**config.mk**
```make
export PLATFORM = sky130hd
export DESIGN_NAME = sorted_alarm_queue_unit
export DESIGN_NICKNAME = d
export VERILOG_FILES = /design/src/hdl/saq_pkg.sv /design/src/hdl/saq_ctrl.sv /design/src/hdl/saq_datapath.sv /design/src/hdl/sorted_alarm_queue_unit.sv
export SDC_FILE = /design/constraint.sdc
export NUM_CORES = 2
export LEC_CHECK = 0
export BUFFER_PORTS_ARGS = -buffer_cell sky130_fd_sc_hd__buf_2
export CAP_MARGIN = 20
export CORE_MARGIN = 3
export CORE_UTILIZATION = 60
export CTS_BUF_LIST = sky130_fd_sc_hd__clkbuf_8
export DETAILED_ROUTE_END_ITERATION = 12
export PLACE_DENSITY = 0.84
export SETUP_SLACK_MARGIN = 0.4
export SYNTH_ARGS = -nofsm -noshare
export SYNTH_HDL_FRONTEND = slang
export SYNTH_SLANG_ARGS = --single-unit
```
**constraint.sdc**
```tcl
create_clock -name clk -period 7.8 [get_ports clk]
set_clock_uncertainty 0.1 [all_clocks]
set_input_delay 1.56 -clock clk [delete_from_list [all_inputs] [get_ports clk]]
set_output_delay 1.56 -clock clk [all_outputs]
set_load 0.02 [all_outputs]
```
**src/hdl/saq_pkg.sv**
```systemverilog
// Shared types and codes of the sorted alarm queue.
package saq_pkg;

	// Request codes
	localparam logic [1:0] REQ_ADD  = 2'd0;
	localparam logic [1:0] REQ_CADD = 2'd1;
	localparam logic [1:0] REQ_DEL  = 2'd2;
	localparam logic [1:0] REQ_TICK = 2'd3;

	// Result status codes
	localparam logic [1:0] ST_DONE = 2'd0;
	localparam logic [1:0] ST_NOOP = 2'd1;
	localparam logic [1:0] ST_FULL = 2'd2;

	// Result kinds
	localparam logic KIND_STATUS = 1'b0;
	localparam logic KIND_FIRED  = 1'b1;

	typedef struct packed {
		logic [1:0]  req_type;
		logic [7:0]  owner_id;
		logic [31:0] delay_ticks;
		logic        is_submount;
		logic        has_mounts;
	} req_item_t;

	typedef struct packed {
		logic       result_kind;
		logic [1:0] status;
		logic [7:0] fired_owner;
		logic [4:0] removed_count;
		logic       last;
	} rsp_item_t;

	// Controller to datapath commands
	typedef struct packed {
		logic       latch;
		logic       calc;
		logic       insert;
		logic       del_shift;
		logic       tick;
		logic       pop;
		logic       emit;
		logic       emit_kind;
		logic [1:0] emit_status;
		logic       emit_last;
		logic       emit_removed;
	} dp_cmd_t;

	// Datapath to controller status
	typedef struct packed {
		logic [1:0] req_type;
		logic       queued;
		logic       delay_zero;
		logic       submount;
		logic       has_mounts;
		logic       full;
		logic       match_any;
		logic       del_nonzero;
		logic       head_fire;
		logic       next_fire;
		logic       slot_free;
	} dp_sts_t;

endpackage

```
**src/hdl/saq_ctrl.sv**
```systemverilog
// Controller state machine of the sorted alarm queue.
module saq_ctrl (
	input  logic              clk,
	input  logic              arst_n,
	input  logic              req_valid,
	input  logic [1:0]        req_type,
	output logic              req_stall,
	input  saq_pkg::dp_sts_t  sts,
	output saq_pkg::dp_cmd_t  cmd
);
	import saq_pkg::*;

	typedef enum logic [5:0] {
		S_IDLE = 6'b000001,
		S_PREP = 6'b000010,
		S_ADD  = 6'b000100,
		S_DEL  = 6'b001000,
		S_TICK = 6'b010000,
		S_FIRE = 6'b100000
	} state_t;

	state_t state_q, state_d;
	logic   accept;
	logic   refuse;

	assign req_stall = (state_q != S_IDLE);
	assign accept    = req_valid && (state_q == S_IDLE);

	// conditional add turned down for this owner
	assign refuse = (sts.req_type == REQ_CADD) &&
		(sts.submount || !sts.has_mounts || sts.queued);

	// next state and commands
	always_comb begin
		state_d = state_q;
		cmd     = '0;
		cmd.latch = accept;
		case (state_q)
			S_IDLE: begin
				if (accept) begin
					case (req_type)
						REQ_ADD:  state_d = S_PREP;
						REQ_CADD: state_d = S_PREP;
						REQ_DEL:  state_d = S_DEL;
						REQ_TICK: state_d = S_TICK;
						default:  state_d = S_IDLE;
					endcase
				end
			end
			S_PREP: begin
				cmd.calc = 1'b1;
				state_d  = S_ADD;
			end
			S_ADD: begin
				if (sts.slot_free) begin
					cmd.emit      = 1'b1;
					cmd.emit_kind = KIND_STATUS;
					cmd.emit_last = 1'b1;
					if (refuse || sts.delay_zero) begin
						cmd.emit_status = ST_NOOP;
					end else if (sts.full) begin
						cmd.emit_status = ST_FULL;
					end else begin
						cmd.emit_status = ST_DONE;
						cmd.insert      = 1'b1;
					end
					state_d = S_IDLE;
				end
			end
			S_DEL: begin
				// one matching entry leaves per cycle
				if (sts.match_any) begin
					cmd.del_shift = 1'b1;
				end else if (sts.slot_free) begin
					cmd.emit         = 1'b1;
					cmd.emit_kind    = KIND_STATUS;
					cmd.emit_status  = sts.del_nonzero ? ST_DONE : ST_NOOP;
					cmd.emit_removed = 1'b1;
					cmd.emit_last    = 1'b1;
					state_d          = S_IDLE;
				end
			end
			S_TICK: begin
				cmd.tick = 1'b1;
				state_d  = S_FIRE;
			end
			S_FIRE: begin
				if (sts.slot_free) begin
					cmd.emit = 1'b1;
					if (sts.head_fire) begin
						cmd.emit_kind   = KIND_FIRED;
						cmd.emit_status = ST_DONE;
						cmd.emit_last   = !sts.next_fire;
						cmd.pop         = 1'b1;
						if (!sts.next_fire) begin
							state_d = S_IDLE;
						end
					end else begin
						// nothing expired on this tick
						cmd.emit_kind   = KIND_STATUS;
						cmd.emit_status = ST_NOOP;
						cmd.emit_last   = 1'b1;
						state_d         = S_IDLE;
					end
				end
			end
			default: state_d = S_IDLE;
		endcase
	end

	always_ff @(posedge clk or negedge arst_n) begin
		if (!arst_n) begin
			state_q <= S_IDLE;
		end else begin
			state_q <= state_d;
		end
	end

endmodule

```
**src/hdl/saq_datapath.sv**
```systemverilog
// Datapath of the sorted alarm queue: entry cells, time counter, result register.
module saq_datapath #(
	parameter int QUEUE_DEPTH = 16,
	parameter int OWNER_BITS  = 8,
	parameter int TIME_BITS   = 48
) (
	input  logic               clk,
	input  logic               arst_n,
	input  saq_pkg::req_item_t req,
	input  saq_pkg::dp_cmd_t   cmd,
	output saq_pkg::dp_sts_t   sts,
	input  logic               rsp_stall,
	output logic               rsp_valid,
	output saq_pkg::rsp_item_t rsp
);
	import saq_pkg::*;

	localparam int CW      = $clog2(QUEUE_DEPTH + 1);
	localparam int OWN_EXT = (OWNER_BITS > 8) ? OWNER_BITS : 8;
	localparam int CNT_EXT = (CW > 5) ? CW : 5;

	// entry cells, kept sorted by expiry
	logic [TIME_BITS-1:0]  exp_q [QUEUE_DEPTH];
	logic [OWNER_BITS-1:0] own_q [QUEUE_DEPTH];
	logic [TIME_BITS-1:0]  exp_d [QUEUE_DEPTH];
	logic [OWNER_BITS-1:0] own_d [QUEUE_DEPTH];
	logic [CW-1:0]         count_q;
	logic [TIME_BITS-1:0]  now_q;

	// latched request
	logic [1:0]            rq_type_q;
	logic [OWNER_BITS-1:0] rq_owner_q;
	logic [31:0]           rq_delay_q;
	logic                  rq_sub_q;
	logic                  rq_mnt_q;
	logic [TIME_BITS-1:0]  when_q;
	logic                  queued_q;
	logic [CW-1:0]         del_cnt_q;

	logic                  rsp_valid_q;
	rsp_item_t             rsp_q;

	logic [OWN_EXT-1:0]    owner_in_ext;
	logic [OWN_EXT-1:0]    head_own_ext;
	logic [CNT_EXT-1:0]    del_cnt_ext;
	logic [QUEUE_DEPTH-1:0] valid;
	logic [QUEUE_DEPTH-1:0] match;
	logic [QUEUE_DEPTH-1:0] lt;
	logic [QUEUE_DEPTH-1:0] del_ge;
	logic [TIME_BITS:0]     when_sum;
	logic [TIME_BITS-1:0]   when_sat;
	logic                   slot_free;

	assign owner_in_ext = OWN_EXT'(req.owner_id);
	assign head_own_ext = OWN_EXT'(own_q[0]);
	assign del_cnt_ext  = CNT_EXT'(del_cnt_q);

	// per-cell occupancy, owner match and order compare
	always_comb begin
		for (int i = 0; i < QUEUE_DEPTH; i++) begin
			valid[i] = (CW'(i) < count_q);
			match[i] = valid[i] && (own_q[i] == rq_owner_q);
			lt[i]    = valid[i] && (exp_q[i] < when_q);
		end
	end

	// cells at and above the first match
	assign del_ge = match | (~match + QUEUE_DEPTH'(1));

	// saturating expiry time
	assign when_sum = {1'b0, now_q} + (TIME_BITS + 1)'(rq_delay_q);
	assign when_sat = when_sum[TIME_BITS] ? {TIME_BITS{1'b1}} : when_sum[TIME_BITS-1:0];

	assign slot_free = !rsp_valid_q || !rsp_stall;

	// next contents of the cells: insert, remove one match, or pop the head
	always_comb begin
		int prv;
		int nxt;
		for (int i = 0; i < QUEUE_DEPTH; i++) begin
			prv = (i == 0) ? 0 : i - 1;
			nxt = (i == QUEUE_DEPTH - 1) ? i : i + 1;
			exp_d[i] = exp_q[i];
			own_d[i] = own_q[i];
			if (cmd.insert) begin
				if (!lt[i]) begin
					if (i == 0 || lt[prv]) begin
						exp_d[i] = when_q;
						own_d[i] = rq_owner_q;
					end else begin
						exp_d[i] = exp_q[prv];
						own_d[i] = own_q[prv];
					end
				end
			end else if ((cmd.del_shift && del_ge[i]) || cmd.pop) begin
				exp_d[i] = exp_q[nxt];
				own_d[i] = own_q[nxt];
			end
		end
	end

	always_ff @(posedge clk) begin
		for (int i = 0; i < QUEUE_DEPTH; i++) begin
			exp_q[i] <= exp_d[i];
			own_q[i] <= own_d[i];
		end
	end

	// request latch and add preparation
	always_ff @(posedge clk) begin
		if (cmd.latch) begin
			rq_type_q  <= req.req_type;
			rq_owner_q <= OWNER_BITS'(owner_in_ext);
			rq_delay_q <= req.delay_ticks;
			rq_sub_q   <= req.is_submount;
			rq_mnt_q   <= req.has_mounts;
		end
		if (cmd.calc) begin
			when_q   <= when_sat;
			queued_q <= |match;
		end
	end

	// occupancy, time and delete counters
	always_ff @(posedge clk or negedge arst_n) begin
		if (!arst_n) begin
			count_q   <= '0;
			now_q     <= '0;
			del_cnt_q <= '0;
		end else begin
			if (cmd.insert) begin
				count_q <= count_q + CW'(1);
			end else if (cmd.del_shift || cmd.pop) begin
				count_q <= count_q - CW'(1);
			end
			if (cmd.tick && (now_q != {TIME_BITS{1'b1}})) begin
				now_q <= now_q + TIME_BITS'(1);
			end
			if (cmd.latch) begin
				del_cnt_q <= '0;
			end else if (cmd.del_shift) begin
				del_cnt_q <= del_cnt_q + CW'(1);
			end
		end
	end

	// result register
	always_ff @(posedge clk or negedge arst_n) begin
		if (!arst_n) begin
			rsp_valid_q <= 1'b0;
		end else if (cmd.emit) begin
			rsp_valid_q <= 1'b1;
		end else if (!rsp_stall) begin
			rsp_valid_q <= 1'b0;
		end
	end

	always_ff @(posedge clk) begin
		if (cmd.emit) begin
			rsp_q.result_kind   <= cmd.emit_kind;
			rsp_q.status        <= cmd.emit_status;
			rsp_q.fired_owner   <= (cmd.emit_kind == KIND_FIRED) ? head_own_ext[7:0] : 8'd0;
			rsp_q.removed_count <= cmd.emit_removed ? del_cnt_ext[4:0] : 5'd0;
			rsp_q.last          <= cmd.emit_last;
		end
	end

	assign rsp_valid = rsp_valid_q;
	assign rsp       = rsp_q;

	// status to the controller
	always_comb begin
		sts             = '0;
		sts.req_type    = rq_type_q;
		sts.queued      = queued_q;
		sts.delay_zero  = (rq_delay_q == 32'd0);
		sts.submount    = rq_sub_q;
		sts.has_mounts  = rq_mnt_q;
		sts.full        = (count_q == CW'(QUEUE_DEPTH));
		sts.match_any   = |match;
		sts.del_nonzero = (del_cnt_q != '0);
		sts.head_fire   = valid[0] && (exp_q[0] <= now_q);
		sts.next_fire   = valid[1] && (exp_q[1] <= now_q);
		sts.slot_free   = slot_free;
	end

endmodule

```
**src/hdl/sorted_alarm_queue_unit.sv**
```systemverilog
// Sorted alarm queue: cells ordered by expiry, tick counter, status and fired-alarm results.
// Add, conditional add: request latched, expiry computed, then the result registered.
// Delete: matches leave one per cycle through the cells, then a status with the count.
// Tick: time advances, then expired alarms drain one per cycle unless the result stalls.
// Result stalls add cycles; the next item is taken once the last result is registered.
// arst_n clears occupancy, time, delete count and result valid; cell data is not reset.
module sorted_alarm_queue_unit #(
	parameter int QUEUE_DEPTH = 16,
	parameter int OWNER_BITS  = 8,
	parameter int TIME_BITS   = 48
) (
	input  logic               clk,
	input  logic               arst_n,
	input  logic               req_valid,
	output logic               req_stall,
	input  saq_pkg::req_item_t req,
	output logic               rsp_valid,
	input  logic               rsp_stall,
	output saq_pkg::rsp_item_t rsp
);
	import saq_pkg::*;

	dp_cmd_t cmd;
	dp_sts_t sts;

	saq_ctrl u_ctrl (
		.clk       (clk),
		.arst_n    (arst_n),
		.req_valid (req_valid),
		.req_type  (req.req_type),
		.req_stall (req_stall),
		.sts       (sts),
		.cmd       (cmd)
	);

	saq_datapath #(
		.QUEUE_DEPTH (QUEUE_DEPTH),
		.OWNER_BITS  (OWNER_BITS),
		.TIME_BITS   (TIME_BITS)
	) u_datapath (
		.clk       (clk),
		.arst_n    (arst_n),
		.req       (req),
		.cmd       (cmd),
		.sts       (sts),
		.rsp_stall (rsp_stall),
		.rsp_valid (rsp_valid),
		.rsp       (rsp)
	);

endmodule

```
# After elaboration in Yosys (flattened, before gate mapping)
# Memories as Yosys holds them, arrays and structs flattened.
# Cells that the tools add are included.
word_totals:
  out_inout_bits: 19
  register_bits: 175
  mem_count: 2
  input_bits: 48
  wordCells: 337
  ram_bits: 896
memory_table:
  columns: ["name", "depth", "word_bits", "rd", "rd_ports_with_merged_regs", "write_ports", "line_no", "rtl"]
  rows:
  - ["u_datapath.exp_q", 16, 48, 16, 0, 16, "saq_datapath.sv:23", "logic [TIME_BITS-1:0] exp_q [QUEUE_DEPTH];"]
  - ["u_datapath.own_q", 16, 8, 16, 0, 16, "saq_datapath.sv:24", "logic [OWNER_BITS-1:0] own_q [QUEUE_DEPTH];"]
op_classes:
  mux: 158
  n_eq_ne: 34
  bitwise: 2
  n_reduce_logical: 84
  n_addsub: 6
  order_cmp: 34
ops:
  columns: ["cell", "n"]
  rows:
  - ["$mux 48", 62]
  - ["$lt 48x48->1", 16]
  - ["$mux 8", 62]
  - ["$eq 8x8->1", 16]
  - ["$le 48x48->1", 2]
  - ["$mux 6", 9]
  - ["$logic_and 1x1->1", 52]
  - ["$add 48x32->49", 1]
  - ["$add 48x1->48 const B", 1]
  - ["$ne 48x48->1 const B", 1]
  - ["$lt 4x5->1 const A", 8]
  - ["$pmux 6 s6", 1]
  - ["$logic_not 32->1", 1]
  - ["$mux 5", 5]
  - ["$logic_or 1x1->1", 20]
  - ["$lt 3x5->1 const A", 4]
  - ["$pmux 6 s3", 1]
  - ["$reduce_or 16->1", 1]
  - ["$add 15x1->15 const B", 1]
  - ["$not 15->15", 1]
  - ["$or 15x15->15", 1]
  - ["$pmux 5 s3", 1]
  - ["$mux 1", 14]
  - ["$add 5x1->5 const B", 2]
  - ["other kinds (24)", 35]

# Depth between registers and ports, before layout
# An unclocked memory read counts as a cell.
depth:
  ltp_word: 10
  depth_mapped: 15
  depth_no_buf: 12

# Hierarchy
# From an unflattened synthesis, not the netlist that was laid out.
unflattened:
  hier_cells: 7527
  area_unflattened_um2: 75730.1
by_module_without_submodules:
  columns: ["mod", "cells_per_inst", "seq_area_each_um2", "n_inst", "area_each_um2"]
  rows:
  - ["saq_datapath", 7467, 31685.4, 1, 75248.4]
  - ["saq_ctrl", 60, 151.4, 1, 481.7]

# Worst setup path after synthesis
# Ideal clock, no wire load.
synth_timing:
  path_type: "register to register"
  startpoint: "reg u_datapath.when_q[45] (netlist name)"
  endpoint: "mem u_datapath.exp_q[13][0] (netlist: u_datapath.exp_q[1][240]) (enable)"
  arrival_ns: 6.895
  required_time_ns: 7.153
  path_slack_ns: 0.257
  path_stages_with_launch: 13
  n_path_buf: 3
  setup_time_ns: 0.547
  period_less_slack_ns: 7.543
  path_cell_list: "edfxtp_1 -> clkbuf_1 -> inv_1 -> ha_1 -> nand4_1 -> nor2_1 -> nand2_1 -> or3_1 -> a2111oi_0 -> nor3_2 -> buf_4 -> buf_4 -> o21ai_0"
synth_rtl:
  columns: ["element", "line_no"]
  rows:
  - ["to (decl)", "saq_datapath.sv:23"]

==> results.md <==
* Commonest non-fill, non-tap cell in the layout: edfxtp_1
* Hold Slack at 0.386 ns
* Static Leak at 0.0322 uW
* Core area at 121,000 um2
* Fillers at 9,223
* Largest net degree at the start of global routing at 261
* Proportion of layout cells with a drive suffix above 1 at 0.0811
* # setup viols final at 0
* Setup ws final at ~1.8 ns
* Peak supply drop at 0.194 mV
* Crit path required time at around 8.4 ns
* HP Class: in2async
* IO Port Bufs at 66
* Status: complete, no violations
* CP Launch Point: u_datapath.when_q[39]$_SDFFCE_PP1P_
* Post-synthesis register bit count at 1,071
* M3 GR Usage at 0.0969
* CTS root buf: clkbuf_8
* CTS H-Tree Depth at 4
* Share of the synthesized area in the top cell type at 0.411
* RSZ-0062 raised after global routing: false
* Total gr overflow at 0
* Antenna Violating Nets Remaining at 0
* Initial Utilization at 0.609
* Final wirelength at 242,000 um
* Max Slew Vio Count at 0
* Area grow syn2layout at 7.81%
* Yosys warning count at 0
* Met2 GRT Util at 0.558
* Maxcap violations at 0
* Critical Path Sink Type: register
* Slew @ Worst Pin at 1.30 ns
* Total Power at 15,100 uW
* Gr usage total at 0.372
* Final routed DRC violation total at 0
* Non-Filler Instances at 8,806
* Vias in the first global route at 59,200
* Slew HR at 0.125
* GR Layer Usage met1 at 0.480
* Initial DRC Count at 8,160
* Placed cells at between 8,000 and 9,000
* Max Freq at 168 MHz
* Row count at 127
* Top cells by area, synth: edfxtp_1, ha_1, mux2i_1
* Hold_buf cts at 0
* Worst path arrival time at around 6.5 ns
* NumNets Final at 7,978
* EDFF count, synth at roughly 1,000
* Syn_nets at 7,963
* Reg2Reg Setup Slack at 1.85 ns
* Yosys cell types at 94
* GP Congestion at approximately 1.0
* Dpl hpwl at 172,000 um
* First-pass GRT wire length at 360,000 um
* Predominant post-synthesis flop cell: edfxtp_1
* Later-pin clock latency in the skew report at between 0.9 and 1 ns
* Die width at 356 um
* CTS resizes at 0
* Synth area leader: edfxtp_1
* Crit share post-route at 0.763
* Sequential area share after synthesis at 0.433
* Clk pin slew, worst setup/hold paths at 0.07 ns
* Most frequent cells in the layout: edfxtp_1, ha_1, nand2_1, mux2i_1, o21ai_0
* CTS tree: done
* 1st-pass router iterations at 8
* Die area at 127,000 um2
* Critical Path Start Type: register
* Vias/cell at 6.89
* Async set-reset flop share out of synthesis at 0.0607
* Num Clock Sinks at 1,071
* GRT Max-Usage Layer: met2
* Post-Syn Area at 73,500 um2
* # Post-CTS Setup Buffers at 0
* Via count at 60,700
* Aggregate negative setup slack at 0 ns
* CTS max path bufs at 3
* Worst Path Max Fanout at 47
* Crit Path Category: reg2reg
* Pwr Density at between 150 and 200 nW/um2
* Syn_area_per_cell at around 10 um2
* DR WL/cell at approximately 27 um
* Shortest period the worst path allows at 5.95 ns
* Ports at 67
* Hold Vio Cnt, Final at 0
* Num CTS Buffers at 186
* Die height at 356 um
* Initial antenna violation count at 5
* Post-synthesis cell count at around 7,000
* Worst r2r src: u_datapath.when_q[39]$_SDFFCE_PP1P_
* Post-Place Setup Slack at around 1.6 ns
## routing by layer
layer  vias to the layer above  share of wire
li1                      26600              -
met1                     29100           0.38
met2                      4149           0.44
met3                       851           0.12
met4                         6          0.065
met5                         -        0.00015
## per-stage QoR
step | cell area [um2] | utilization
after floorplan | 73500 | -
after global placement | 75700 | 0.627
after detailed placement | 75800 | 0.627
after CTS | 79200 | 0.656
after global routing | 79300 | 0.656
final | 79300 | 0.656
## Yosys cell counts, types with 6 or more instances
| library cell | number |
|---|---|
| mux2i_1 | 644 |
| o2111ai_1 | 6 |
| clkbuf_1 | 250 |
| nand2b_1 | 81 |
| and2_1 | 19 |
| o21ai_1 | 228 |
| a221o_1 | 7 |
| xor2_1 | 54 |
| a211o_1 | 12 |
| o21bai_1 | 12 |
| or4_1 | 6 |
| nor4_1 | 40 |
| or3_1 | 22 |
| ha_1 | 886 |
| a21o_1 | 215 |
| inv_1 | 132 |
| nor2_1 | 270 |
| o211ai_1 | 67 |
| a21oi_1 | 373 |
| nor3_1 | 66 |
| nand3_1 | 97 |
| nand4_1 | 175 |
| o21a_1 | 22 |
| o31ai_1 | 9 |
| buf_2 | 75 |
| o21ai_0 | 645 |
| a221oi_1 | 8 |
| and3_1 | 17 |
| nand2_1 | 862 |
| dfrtp_1 | 64 |
| a41oi_1 | 6 |
| nor2b_1 | 51 |
| and4_1 | 20 |
| a31oi_1 | 75 |
| xnor2_1 | 157 |
| a2111oi_0 | 23 |
| buf_1 | 28 |
| mux2_2 | 56 |
| buf_6 | 8 |
| a211oi_1 | 44 |
| edfxtp_1 | 1006 |
| o221a_1 | 56 |
| buf_4 | 37 |
## flip-flops by register name, summed over array words and instances (netlist names), 5 cells and up
| signal | flops |
|---|---|
| u_datapath.exp_q | 768 |
| u_datapath.own_q | 128 |
| u_datapath.now_q | 48 |
| u_datapath.when_q | 48 |
| u_datapath.rq_delay_q | 32 |
| u_datapath.rsp | 17 |
| u_datapath.rq_owner_q | 8 |
| u_ctrl.state_q | 6 |
| u_datapath.count_q | 5 |
| u_datapath.del_cnt_ext | 5 |
## logic make-up after synthesis
kind of cell	synth area share
and+or+nand+nor	0.111
muxes	0.0963
xor gates and xnor gates	0.0251
DFF	0.433
adders and majority gates	0.151
AOI/OAI and AO/OA	0.152
buffers and inverters	0.0312
## layout make-up
class	count	area, um2	area share
Antenna cell	2	5.00	0.0000631
Inverter	133	499	0.00630
Sequential cell	1071	31800	0.402
Timing Repair Buffer	226	1740	0.0220
Clock buffer	190	2620	0.0330
Clock inverter	147	811	0.0102
Multi-Input combinational cell	5425	39700	0.501
Tap cell	1612	2020	0.0254
## final timing paths
kind / endpoint / cells after the start
min in group clk: u_datapath.now_q[47]$_DFFE_PN0P_ / 1
min: u_datapath.count_q[3]$_DFFE_PN0P_ / 1
max reg2reg: u_datapath.exp_q[1][169]$_DFFE_PP_ / 12
max in group asynchronous: u_datapath.now_q[42]$_DFFE_PN0P_ / 2
max: u_datapath.exp_q[1][169]$_DFFE_PP_ / 12
min reg2reg: u_datapath.now_q[47]$_DFFE_PN0P_ / 1
## critical path: stages, from the launching register on
cell,delay (ns)
edfxtp_1,0.69
inv_1,0.53
ha_1,0.54
a21oi_1,0.42
nor3_1,0.14
a2111oi_0,0.47
o21ai_0,0.36
nor2_1,0.24
nor3b_2,0.50
buf_4,0.32
buf_4,0.90
mux2i_1,0.31
o21ai_1,0.10
## report_power, final
group,switching [uW],internal (uW),total (uW)
clock network,2520,2460,4980
logic,2020,1140,3160
registers,318,6610,6930
total,4860,10200,15100
Power figures use the tool's default switching activity.
